## src/rtl/mte_pkg.sv

```systemverilog
`default_nettype none
// ----------------------------------------------------------------------------
// MIDI track event encoder package
// Shared event codes, microcode format, sequencer program and divider sizes.
// ----------------------------------------------------------------------------
package mte_pkg;

   localparam int VLQ_BYTES_DEFAULT = 5;

   // Tempo divider: 60000000 fits in 26 bits; two quotient bits per cycle.
   localparam int                QUO_W          = 26;
   localparam logic [QUO_W-1:0]  TEMPO_DIVIDEND = 26'd60000000;
   localparam int                DIV_BITS       = 2;
   localparam int                DIV_STEPS      = QUO_W / DIV_BITS;
   localparam int                DIV_CNT_W      = $clog2(DIV_STEPS + 1);
   localparam int                BPM_W          = 16;
   localparam int                USEC_W         = 24;

   typedef enum logic [1:0] {
      OP_NOTE_ON  = 2'd0,
      OP_NOTE_OFF = 2'd1,
      OP_TEMPO    = 2'd2,
      OP_EOT      = 2'd3
   } op_type;

   typedef enum logic [2:0] {
      SRC_CONST,
      SRC_VLQ,
      SRC_STATUS,
      SRC_PITCH,
      SRC_VEL,
      SRC_USEC_HI,
      SRC_USEC_MID,
      SRC_USEC_LO
   } src_type;

   typedef enum logic [1:0] {
      J_NEXT,
      J_VLQ,
      J_WAIT,
      J_END
   } jump_type;

   typedef struct packed {
      logic       emit;
      src_type    src;
      logic [7:0] const_byte;
      logic       last;
      logic       err;
      jump_type   jump;
   } ucode_type;

   typedef logic [3:0] step_type;

   localparam step_type STEP_ERR          = 4'd0;
   localparam step_type STEP_VLQ          = 4'd1;
   localparam step_type STEP_NOTE_STATUS  = 4'd2;
   localparam step_type STEP_NOTE_PITCH   = 4'd3;
   localparam step_type STEP_NOTE_VEL     = 4'd4;
   localparam step_type STEP_TEMPO_FF     = 4'd5;
   localparam step_type STEP_TEMPO_TYPE   = 4'd6;
   localparam step_type STEP_TEMPO_LEN    = 4'd7;
   localparam step_type STEP_TEMPO_WAIT   = 4'd8;
   localparam step_type STEP_TEMPO_HI     = 4'd9;
   localparam step_type STEP_TEMPO_MID    = 4'd10;
   localparam step_type STEP_TEMPO_LO     = 4'd11;
   localparam step_type STEP_EOT_FF       = 4'd12;
   localparam step_type STEP_EOT_TYPE     = 4'd13;
   localparam step_type STEP_EOT_LEN      = 4'd14;

   localparam logic [7:0] META_PREFIX     = 8'hff;
   localparam logic [7:0] META_SET_TEMPO  = 8'h51;
   localparam logic [7:0] META_TEMPO_LEN  = 8'h03;
   localparam logic [7:0] META_END_TRACK  = 8'h2f;
   localparam logic [7:0] META_EOT_LEN    = 8'h00;
   localparam logic [3:0] STATUS_NOTE_ON  = 4'h9;
   localparam logic [3:0] STATUS_NOTE_OFF = 4'h8;

   // Sequencer program, one control word per step.
   function automatic ucode_type ucode_rom(input step_type step);
      ucode_type cw;
      cw = '{emit: 1'b1, src: SRC_CONST, const_byte: 8'h00,
             last: 1'b0, err: 1'b0, jump: J_NEXT};
      unique case (step)
         STEP_ERR: begin
            cw.last = 1'b1; cw.err = 1'b1; cw.jump = J_END;
         end
         STEP_VLQ:         begin cw.src = SRC_VLQ; cw.jump = J_VLQ; end
         STEP_NOTE_STATUS: cw.src = SRC_STATUS;
         STEP_NOTE_PITCH:  cw.src = SRC_PITCH;
         STEP_NOTE_VEL: begin
            cw.src = SRC_VEL; cw.last = 1'b1; cw.jump = J_END;
         end
         STEP_TEMPO_FF:    cw.const_byte = META_PREFIX;
         STEP_TEMPO_TYPE:  cw.const_byte = META_SET_TEMPO;
         STEP_TEMPO_LEN:   cw.const_byte = META_TEMPO_LEN;
         STEP_TEMPO_WAIT:  begin cw.emit = 1'b0; cw.jump = J_WAIT; end
         STEP_TEMPO_HI:    cw.src = SRC_USEC_HI;
         STEP_TEMPO_MID:   cw.src = SRC_USEC_MID;
         STEP_TEMPO_LO: begin
            cw.src = SRC_USEC_LO; cw.last = 1'b1; cw.jump = J_END;
         end
         STEP_EOT_FF:      cw.const_byte = META_PREFIX;
         STEP_EOT_TYPE:    cw.const_byte = META_END_TRACK;
         STEP_EOT_LEN: begin
            cw.const_byte = META_EOT_LEN; cw.last = 1'b1; cw.jump = J_END;
         end
         default: begin
            cw.emit = 1'b0; cw.jump = J_END;
         end
      endcase
      return cw;
   endfunction

   // First body step of each event kind, taken after the last delta word.
   function automatic step_type body_entry(input op_type op);
      step_type step;
      unique case (op)
         OP_NOTE_ON, OP_NOTE_OFF: step = STEP_NOTE_STATUS;
         OP_TEMPO:                step = STEP_TEMPO_FF;
         OP_EOT:                  step = STEP_EOT_FF;
         default:                 step = STEP_EOT_FF;
      endcase
      return step;
   endfunction

endpackage
`default_nettype wire

```

## src/rtl/mte_tempo_div.sv

```systemverilog
`default_nettype none
// ----------------------------------------------------------------------------
// Tempo divider
// Restoring division of 60000000 by the tempo in bpm, two quotient bits a cycle.
// ----------------------------------------------------------------------------
module mte_tempo_div
   import mte_pkg::*;
(
   input  wire logic              clock,
   input  wire logic              reset,
   input  wire logic              div_start,
   input  wire logic [BPM_W-1:0]  div_bpm,
   output logic                   div_done,
   output logic [USEC_W-1:0]      div_usec
);

   logic                  running_ff, running_in;
   logic                  done_ff, done_in;
   logic [DIV_CNT_W-1:0]  cnt_ff, cnt_in;
   logic [BPM_W-1:0]      divisor_ff, divisor_in;
   logic [BPM_W-1:0]      rem_ff, rem_in;
   logic [QUO_W-1:0]      qd_ff, qd_in;

   // The dividend shifts out of the top of qd while quotient bits enter below.
   always_comb begin
      logic [BPM_W:0]   trial;
      logic [BPM_W-1:0] rem;
      logic [QUO_W-1:0] qd;
      rem        = rem_ff;
      qd         = qd_ff;
      running_in = running_ff;
      done_in    = done_ff;
      cnt_in     = cnt_ff;
      divisor_in = divisor_ff;
      for (int j = 0; j < DIV_BITS; j++) begin
         trial = {rem, qd[QUO_W-1]};
         qd    = {qd[QUO_W-2:0], 1'b0};
         if (trial >= {1'b0, divisor_ff}) begin
            rem   = BPM_W'(trial - {1'b0, divisor_ff});
            qd[0] = 1'b1;
         end else begin
            rem = trial[BPM_W-1:0];
         end
      end
      rem_in = rem_ff;
      qd_in  = qd_ff;
      if (div_start) begin
         running_in = 1'b1;
         done_in    = 1'b0;
         cnt_in     = DIV_CNT_W'(DIV_STEPS);
         divisor_in = div_bpm;
         rem_in     = '0;
         qd_in      = TEMPO_DIVIDEND;
      end else if (running_ff) begin
         rem_in = rem;
         qd_in  = qd;
         cnt_in = cnt_ff - 1'b1;
         if (cnt_ff == DIV_CNT_W'(1)) begin
            running_in = 1'b0;
            done_in    = 1'b1;
         end
      end
   end

   always_ff @(posedge clock) begin
      if (reset) begin
         running_ff <= 1'b0;
         done_ff    <= 1'b0;
      end else begin
         running_ff <= running_in;
         done_ff    <= done_in;
      end
   end

   always_ff @(posedge clock) begin
      cnt_ff     <= cnt_in;
      divisor_ff <= divisor_in;
      rem_ff     <= rem_in;
      qd_ff      <= qd_in;
   end

   assign div_done = done_ff;
   assign div_usec = qd_ff[USEC_W-1:0];

endmodule
`default_nettype wire

```

## src/rtl/midi_track_event_encoder_top.sv

```systemverilog
`default_nettype none
// ----------------------------------------------------------------------------
// MIDI track event encoder
// Turns one track event request into its Standard MIDI File bytes.
// ----------------------------------------------------------------------------
// A request is taken at a clock edge where start is high and busy is low.
// The block then sends the event one word per cycle on rsp_out_byte, save for
// the tempo divider wait, each word marked by rsp_strobe for exactly one
// cycle; rsp_last flags the final word. The delta time goes first as a
// variable-length quantity, then the status and data bytes. A bad channel or
// pitch, or a zero tempo, gives one word with rsp_error and rsp_last set and
// a zero byte. After the accepting edge the first word is read from the step
// counter's control word and then registered onto the result ports. busy
// stays high while the delta words and the body bytes go out, or the error
// word of a rejected request, and falls as the final word is registered.
// On a set tempo event the tempo divider yields two quotient bits a cycle and
// runs while the delta and meta header words go out; the sequencer waits for
// it before the tempo bytes, and busy stays high through the wait.
// The receiver cannot stall; words leave one per cycle but for the divider wait.
// Reset returns the sequencer and divider to idle; no word is in flight after.
// ----------------------------------------------------------------------------
module midi_track_event_encoder_top
   import mte_pkg::*;
#(
   parameter int MAX_VLQ_BYTES = VLQ_BYTES_DEFAULT
) (
   input  wire logic         clock,
   input  wire logic         reset,
   input  wire logic         start,
   output logic              busy,
   input  wire logic [1:0]   req_op,
   input  wire logic [31:0]  req_delta_ticks,
   input  wire logic [7:0]   req_channel,
   input  wire logic [7:0]   req_pitch,
   input  wire logic [7:0]   req_velocity,
   input  wire logic [15:0]  req_tempo_bpm,
   output logic              rsp_strobe,
   output logic [7:0]        rsp_out_byte,
   output logic              rsp_last,
   output logic              rsp_error
);

   localparam int VLQ_BITS = 7 * MAX_VLQ_BYTES;
   localparam int GRP_W    = $clog2(MAX_VLQ_BYTES + 1);
   localparam int IDX_W    = (MAX_VLQ_BYTES > 1) ? $clog2(MAX_VLQ_BYTES) : 1;

   logic                  active_ff, active_in;
   step_type              pc_ff, pc_in;
   logic [GRP_W-1:0]      grp_ff, grp_in;
   logic [VLQ_BITS-1:0]   delta_ff;
   op_type                op_ff;
   logic [3:0]            chan_ff;
   logic [6:0]            pitch_ff;
   logic [6:0]            vel_ff;
   logic                  strobe_ff, strobe_in;
   logic [7:0]            byte_ff, byte_in;
   logic                  last_ff, last_in;
   logic                  error_ff, error_in;

   logic                  accept;
   logic                  reject;
   op_type                req_kind;
   logic [VLQ_BITS-1:0]   delta_ext;
   logic [GRP_W-1:0]      ngroups;
   logic [6:0]            grp_bits [MAX_VLQ_BYTES];
   logic [IDX_W-1:0]      grp_idx;
   ucode_type             cw;
   logic                  div_done;
   logic [USEC_W-1:0]     div_usec;

   assign busy     = active_ff;
   assign accept   = start & ~active_ff;
   assign req_kind = op_type'(req_op);
   assign delta_ext = VLQ_BITS'(req_delta_ticks);

   always_comb begin
      reject = 1'b0;
      unique case (req_kind)
         OP_NOTE_ON, OP_NOTE_OFF: reject = (req_channel > 8'd15) || req_pitch[7];
         OP_TEMPO:                reject = (req_tempo_bpm == '0);
         OP_EOT:                  reject = 1'b0;
         default:                 reject = 1'b0;
      endcase
   end

   // Number of delta words: the highest nonzero seven-bit group, at least one.
   always_comb begin
      ngroups = GRP_W'(1);
      for (int g = 1; g < MAX_VLQ_BYTES; g++) begin
         if (delta_ext[7*g +: 7] != 7'd0) begin
            ngroups = GRP_W'(g + 1);
         end
      end
   end

   always_comb begin
      for (int g = 0; g < MAX_VLQ_BYTES; g++) begin
         grp_bits[g] = delta_ff[7*g +: 7];
      end
   end

   assign grp_idx = IDX_W'(grp_ff - 1'b1);
   assign cw      = ucode_rom(pc_ff);

   always_comb begin
      byte_in = cw.const_byte;
      unique case (cw.src)
         SRC_CONST:    byte_in = cw.const_byte;
         SRC_VLQ:      byte_in = {(grp_ff > GRP_W'(1)), grp_bits[grp_idx]};
         SRC_STATUS:   byte_in = {(op_ff == OP_NOTE_ON) ? STATUS_NOTE_ON
                                                        : STATUS_NOTE_OFF, chan_ff};
         SRC_PITCH:    byte_in = {1'b0, pitch_ff};
         SRC_VEL:      byte_in = {1'b0, vel_ff};
         SRC_USEC_HI:  byte_in = div_usec[23:16];
         SRC_USEC_MID: byte_in = div_usec[15:8];
         SRC_USEC_LO:  byte_in = div_usec[7:0];
         default:      byte_in = cw.const_byte;
      endcase
   end

   // Sequencer: step counter with the jump kinds of the control word.
   always_comb begin
      active_in = active_ff;
      pc_in     = pc_ff;
      grp_in    = grp_ff;
      strobe_in = 1'b0;
      last_in   = cw.last;
      error_in  = cw.err;
      if (accept) begin
         active_in = 1'b1;
         pc_in     = reject ? STEP_ERR : STEP_VLQ;
         grp_in    = ngroups;
      end else if (active_ff) begin
         strobe_in = cw.emit;
         unique case (cw.jump)
            J_NEXT: pc_in = pc_ff + 1'b1;
            J_VLQ: begin
               if (grp_ff > GRP_W'(1)) begin
                  grp_in = grp_ff - 1'b1;
               end else begin
                  pc_in = body_entry(op_ff);
               end
            end
            J_WAIT: begin
               if (div_done) begin
                  pc_in = pc_ff + 1'b1;
               end
            end
            J_END: active_in = 1'b0;
            default: active_in = 1'b0;
         endcase
      end
   end

   always_ff @(posedge clock) begin
      if (reset) begin
         active_ff <= 1'b0;
         strobe_ff <= 1'b0;
      end else begin
         active_ff <= active_in;
         strobe_ff <= strobe_in;
      end
   end

   always_ff @(posedge clock) begin
      pc_ff    <= pc_in;
      grp_ff   <= grp_in;
      byte_ff  <= byte_in;
      last_ff  <= last_in;
      error_ff <= error_in;
      if (accept) begin
         delta_ff <= delta_ext;
         op_ff    <= req_kind;
         chan_ff  <= req_channel[3:0];
         pitch_ff <= req_pitch[6:0];
         vel_ff   <= req_velocity[7] ? 7'h7f : req_velocity[6:0];
      end
   end

   mte_tempo_div u_tempo_div (
      .clock     (clock),
      .reset     (reset),
      .div_start (accept && (req_kind == OP_TEMPO)),
      .div_bpm   (req_tempo_bpm),
      .div_done  (div_done),
      .div_usec  (div_usec)
   );

   assign rsp_strobe   = strobe_ff;
   assign rsp_out_byte = byte_ff;
   assign rsp_last     = last_ff;
   assign rsp_error    = error_ff;

endmodule
`default_nettype wire

```

## config.mk

```make
export PLATFORM = sky130hd
export DESIGN_NAME = midi_track_event_encoder_top
export DESIGN_NICKNAME = d
export VERILOG_FILES = /design/src/rtl/mte_pkg.sv /design/src/rtl/mte_tempo_div.sv /design/src/rtl/midi_track_event_encoder_top.sv
export SDC_FILE = /design/constraint.sdc
export NUM_CORES = 1
export LEC_CHECK = 0
export CAP_MARGIN = 20
export CORE_MARGIN = 3
export CORE_UTILIZATION = 58
export DETAILED_ROUTE_END_ITERATION = 10
export DONT_BUFFER_PORTS = 1
export PLACE_DENSITY = 0.74
export SETUP_SLACK_MARGIN = 0.1
export SYNTH_ARGS = -nofsm -noshare
export SYNTH_HDL_FRONTEND = slang
export SYNTH_SLANG_ARGS = --single-unit
```

## constraint.sdc

```tcl
create_clock -name clock -period 5 [get_ports clock]
set_clock_uncertainty 0.05 [all_clocks]
set_input_delay 0.75 -clock clock [delete_from_list [all_inputs] [get_ports clock]]
set_output_delay 0.75 -clock clock [all_outputs]
set_load 0.02 [all_outputs]
```

[Yosys cells after proc, flatten, opt, wreduce, memory -nomap -nowiden]
Index checks and enable logic that the tools add are counted.
Word-level totals
  register bits: 135
  latch bits: 0
  memory bits (writable): 0
  ROM bits: 0
  input port bits: 77
  output and inout port bits: 12
  word-level logic and storage cells: 128
  memories kept: 0
Cells by class
  $add $sub $neg: 5
  $mul: 0
  div/mod/pow operators: 0
  order comparisons: 5
  eq/ne operators: 33
  shift-type cells: 0
  multiplexer cells: 37
  bitwise logic cells: 3
  reductions and logical operators: 27
Operators with widths (number)
  one-hot mux 8 bit (8 select lines): 1
  >= comparator 17 x 16 -> 1 bit: 2
  2-to-1 mux 16 bit: 2
  one-hot mux 8 bit (4 select lines): 1
  subtractor 16 bit: 2
  equality test 4 bit (second input constant): 7
  nonzero test 7 bit: 4
  one-hot mux 4 bit (3 select lines): 2
  binary-select mux 7 bit (select 3 bit): 1
  2-to-1 mux 3 bit: 7
  one-hot mux 3 bit (7 select lines): 1
  equality test 4 x 3 -> 1 bit (second input constant): 4
  zero test 16 bit: 1
  2-to-1 mux 4 bit: 4
  2-to-1 mux 7 bit: 2
  OR reduction 14 bit: 1
  2-to-1 mux 1 bit: 13
  equality test 2 bit (second input constant): 6
  equality test 3 bit (second input constant): 4
  OR reduction 9 bit: 1
  equality test 4 x 1 -> 1 bit (second input constant): 2
  equality test 4 x 2 -> 1 bit (second input constant): 2
  > comparator 8 x 4 -> 1 bit (second input constant): 1
  OR reduction 2 bit: 4
  28 further kinds: 35

[Logic depth before layout (Yosys ltp)]
  word-level depth: 7
  gate-level depth with buffers: 22
  gate-level depth less buffers: 21

[Cells and area by module]
A second synthesis with hierarchy kept.
Second synthesis, totals
  cells, all modules: 752
  area total of the unflattened synthesis: 7684.9 sq um
By module, submodules not included
  mte_tempo_div: times used 1, cells each 474, area an instance 4244.1 sq um, sequential area each 1441.4 sq um
  midi_track_event_encoder_top: times used 1, cells each 278, area an instance 3440.8 sq um, sequential area each 2011.9 sq um

[Worst setup path before layout]
No wires, ideal clock.
  path kind: reg2reg
  start: register u_tempo_div.divisor_ff[3]
  end: register u_tempo_div.rem_ff[10]
  setup time: 0.119 ns
  data arrival time: 4.281 ns
  data required time: 4.831 ns
  path slack: 0.550 ns
  stages on the path, launching flop included: 23
  buffers on the path: 3
  clock period less this slack: 4.450 ns
  cell sequence: edfxtp_1 > inv_1 > ha_1 > a21o_1 > a21oi_1 > a21oi_4 > o21bai_2 > a31o_1 > buf_2 > buf_2 > nand2_1 > o21ai_0 > ha_1 > nor2b_1 > o21ai_1 > nand2_2 > a211oi_4 > a211oi_1 > a2111oi_4 > nand2_4 > buf_6 > o31ai_2 > nor2_1
On the way
  cells in the longest elaborated chain, start to end: 4
  elaborated cells on any way between the ends: 6
  those cells by class: add/sub (2); order compare (2); mux (2)
Ends and longest elaborated chain
  from (decl): line mte_tempo_div.sv:20  | logic [BPM_W-1:0] divisor_ff, divisor_in;
  from (signal assigned): line mte_tempo_div.sv:77  | divisor_ff <= divisor_in;
  subtractor 16 bit / >= comparator 17 x 16 -> 1 bit (equally long branches): line mte_tempo_div.sv:39, mte_tempo_div.sv:38
  2-to-1 mux 16 bit: line mte_tempo_div.sv:38  | if (trial >= {1'b0, divisor_ff}) begin
  subtractor 16 bit / >= comparator 17 x 16 -> 1 bit (equally long branches): line mte_tempo_div.sv:39, mte_tempo_div.sv:38
  2-to-1 mux 16 bit (*): line mte_tempo_div.sv:38
  to (signal assigned): line mte_tempo_div.sv:78  | rem_ff <= rem_in;
  to (decl): line mte_tempo_div.sv:21  | logic [BPM_W-1:0] rem_ff, rem_in;
Every way passes the cells marked *; elsewhere a longest branch is shown, timed or not.
A chain may end at the register's enable or synchronous reset.

[Worst setup path after layout]
  start: register u_tempo_div.divisor_ff[3]
  end: register u_tempo_div.rem_ff[8]
The elaborated chain is that of the path after synthesis.

==> impl_metrics.toml <==
[outcome]
status = "complete, no violations"

[critical_path]
required_ps = 5290
critPathKind = "flip-flop to flip-flop"
endpoint_kind = "flip-flop"
startpoint_type = "flip-flop"
crit_fanout = 20
r2r_setup_slack_ps = 350
crit_arrival_ps = 4940

[placement]
place.gp.congestion = 0.968
dpl_cell_area_um2 = 7400
place_inst = 841
dp_worst_setup_slack_ps = 99.3
hpwl_um = 12300
numPortBuffers = 0

[synth]
synthFlopType = "edfxtp_1"
synthArstFlopShare = 0
yosys.area.top_type = "edfxtp_1"
syn_nets = 813
ys_warn_count = 0
ys_ff_latch = 135
synth_area_um2 = 7250
synth_cell_type_count = 70
syn_inst = 694
avgSynthCellArea_um2 = 10.4
synth_top_area_frac = 0.311
ys_seq_area_frac = 0.476
synth.area.top_cells = "edfxtp_1 31%, dfxtp_1 17%, ha_1 6.9%"
synth_commonest_cells = "75 x edfxtp_1, 60 x dfxtp_1, 53 x nand2_1"
yosysMostFrequentCell = "edfxtp_1"
synth_edf_count = 75

[drt]
wl_per_cell_um = 19.7
drcViolationCount = 0
dr_wl_met3_um = 1030
drt_iter0_markers = 449
top_layer = "met4"
postRouteAntennaNets = 0
vias_per_cell = 6.24
first_pass_iters = 6
wl_met1_um = 7190
vias = 5461
wl_um = 17200
met2_length_um = 8540

[floorplan]
die-area_um2 = 13900
rows = 40
die_h_um = 118
die_x_um = 118
coreArea_um2 = 12100
start_util = 0.599
io-pin-count = 89

[finish]
diodes = 0
seq_area_um2 = 3450
drive_gt1_frac = 0.112
instances_no_fill = 875
fin_nets = 813
final_util = 0.668
area_growth_pct = 11.5
final_area_um2 = 8090
multi_input_area_um2 = 3570
fillers = 950

[sta]
fin_ws_ps = 350
setup_violations = 0
fin_tns_setup_ps = 0
finalCriticalPeriod_ps = 4650
maxSlewHeadroom = 0.353
post-route-period-util = 0.930
fmax_ghz = 0.215
slew_violations = 0
holdWs_ps = 326
finalHoldViolCount = 0
tightest_slew_ps = 968
rsz0062_at_grt = "false"

[run]
maxCapViolCount = 0

[clock_network]
clk_pin_slew_ps = 70
cts_tree = "built"
ctsHoldBuffers = 0
numCtsBuffers = 17
htree_levels = 4
clock-sinks = 135
cts_max_path_buffers = 2
clk_latency_ps = 430
cts_root_buffer = "clkbuf_16"

[power]
p_per_area_nw_per_um2 = 741
finalPower_mw = 5.99
leakage_nw = 3.10
peakVddDrop_uv = 553

[global_route]
grt_first_pass_wirelength_um = 27600
first_global_vias = 5554
track_usage = 0.251
overflow = 0
grt_max_degree = 64
antenna_found_initial = 0

[min_path]
worst_hold_path_type = "input port to flip-flop"
path summary, 6_finish.rpt:
check / startpoint / to / cells after the start
worst max-delay path: u_tempo_div.divisor_ff[3]$_DFFE_PP_ / u_tempo_div.rem_ff[8]$_SDFFE_PP0P_ / 19
worst min register to register: vel_ff[6]$_SDFFCE_PP1P_ / rsp_out_byte[6]$_DFF_P_ / 2
worst max register to register: u_tempo_div.divisor_ff[3]$_DFFE_PP_ / u_tempo_div.rem_ff[8]$_SDFFE_PP0P_ / 19
worst min-delay path: reset / u_tempo_div.running_ff$_SDFF_PP0_ / 1
sequential cells by signal (all words and copies together), names as in the netlist, 3 cells and up:
name,count
delta_ff,32
u_tempo_div.qd_ff,26
u_tempo_div.divisor_ff,16
u_tempo_div.rem_ff,16
rsp_out_byte,8
pitch_ff,7
vel_ff,7
chan_ff,4
pc_ff,4
u_tempo_div.cnt_ff,4
grp_ff,3
routing by layer:
layer / vias to the layer above / global-route usage
met4: 0 / 0.103
li1: 2587 / -
met5: - / 0
met1: 2618 / 0.305
met2: 217 / 0.422
met3: 39 / 0.0692
worst max-delay path, cell delays in order (launching register included):
cell and delay [ps]:
edfxtp_1 350, inv_1 100, ha_1 290, a21o_1 200, a21oi_1 290, a21oi_4 110
o21bai_2 220, a31o_4 320, mux2_2 380, ha_1 350, and3_1 210, o21ai_1 120
nand2_2 110, a211oi_4 260, a211oi_1 140, a2111oi_4 400, nand2_4 80, buf_12 180
mux2i_1 120, a211oi_1 240
what timing repair did:
action,in CTS,in global routing
resized for setup,1,3
pin swaps,0,1
buffers inserted,0,1
gates cloned,0,0
endpoints found under the setup margin,7,17
power breakdown:
group | switching [mW] | internal (mW) | leakage, nW
registers | 0.269 | 1.44 | 1.21
clock network | 0.548 | 0.766 | 0.304
logic | 1.67 | 1.30 | 1.59
total | 2.48 | 3.51 | 3.10
placed cells by master, fill, tap and decap left out, types with 17 or more instances in the layout:
| cell | count |
|---|---|
| edfxtp_1 | 75 |
| dfxtp_1 | 59 |
| nand2_1 | 53 |
| a21oi_1 | 51 |
| nor2_1 | 51 |
| o21ai_0 | 44 |
| ha_1 | 40 |
| mux2i_1 | 38 |
| inv_1 | 33 |
| xnor2_1 | 22 |
| clkbuf_16 | 17 |
final cells by class:
type,count,area share
Clock inverter,15,0.0248
Clock buffer,17,0.0526
Tap cell,168,0.0260
Sequential cell,135,0.427
Multi-Input combinational cell,495,0.441
Timing Repair Buffer,10,0.0124
Inverter,35,0.0162
kinds of logic after synthesis:
logic type               Yosys count  synth area share
AND/OR/NAND/NOR                  191             0.128
AO/OA/AOI/OAI                    182             0.168
flip-flops                       135             0.476
buffers and inverters             64            0.0347
multiplexers                      49            0.0804
adder cells (fa/ha/maj)           42            0.0745
XOR/XNOR                          31            0.0374
(Power assumes the default switching activity.)
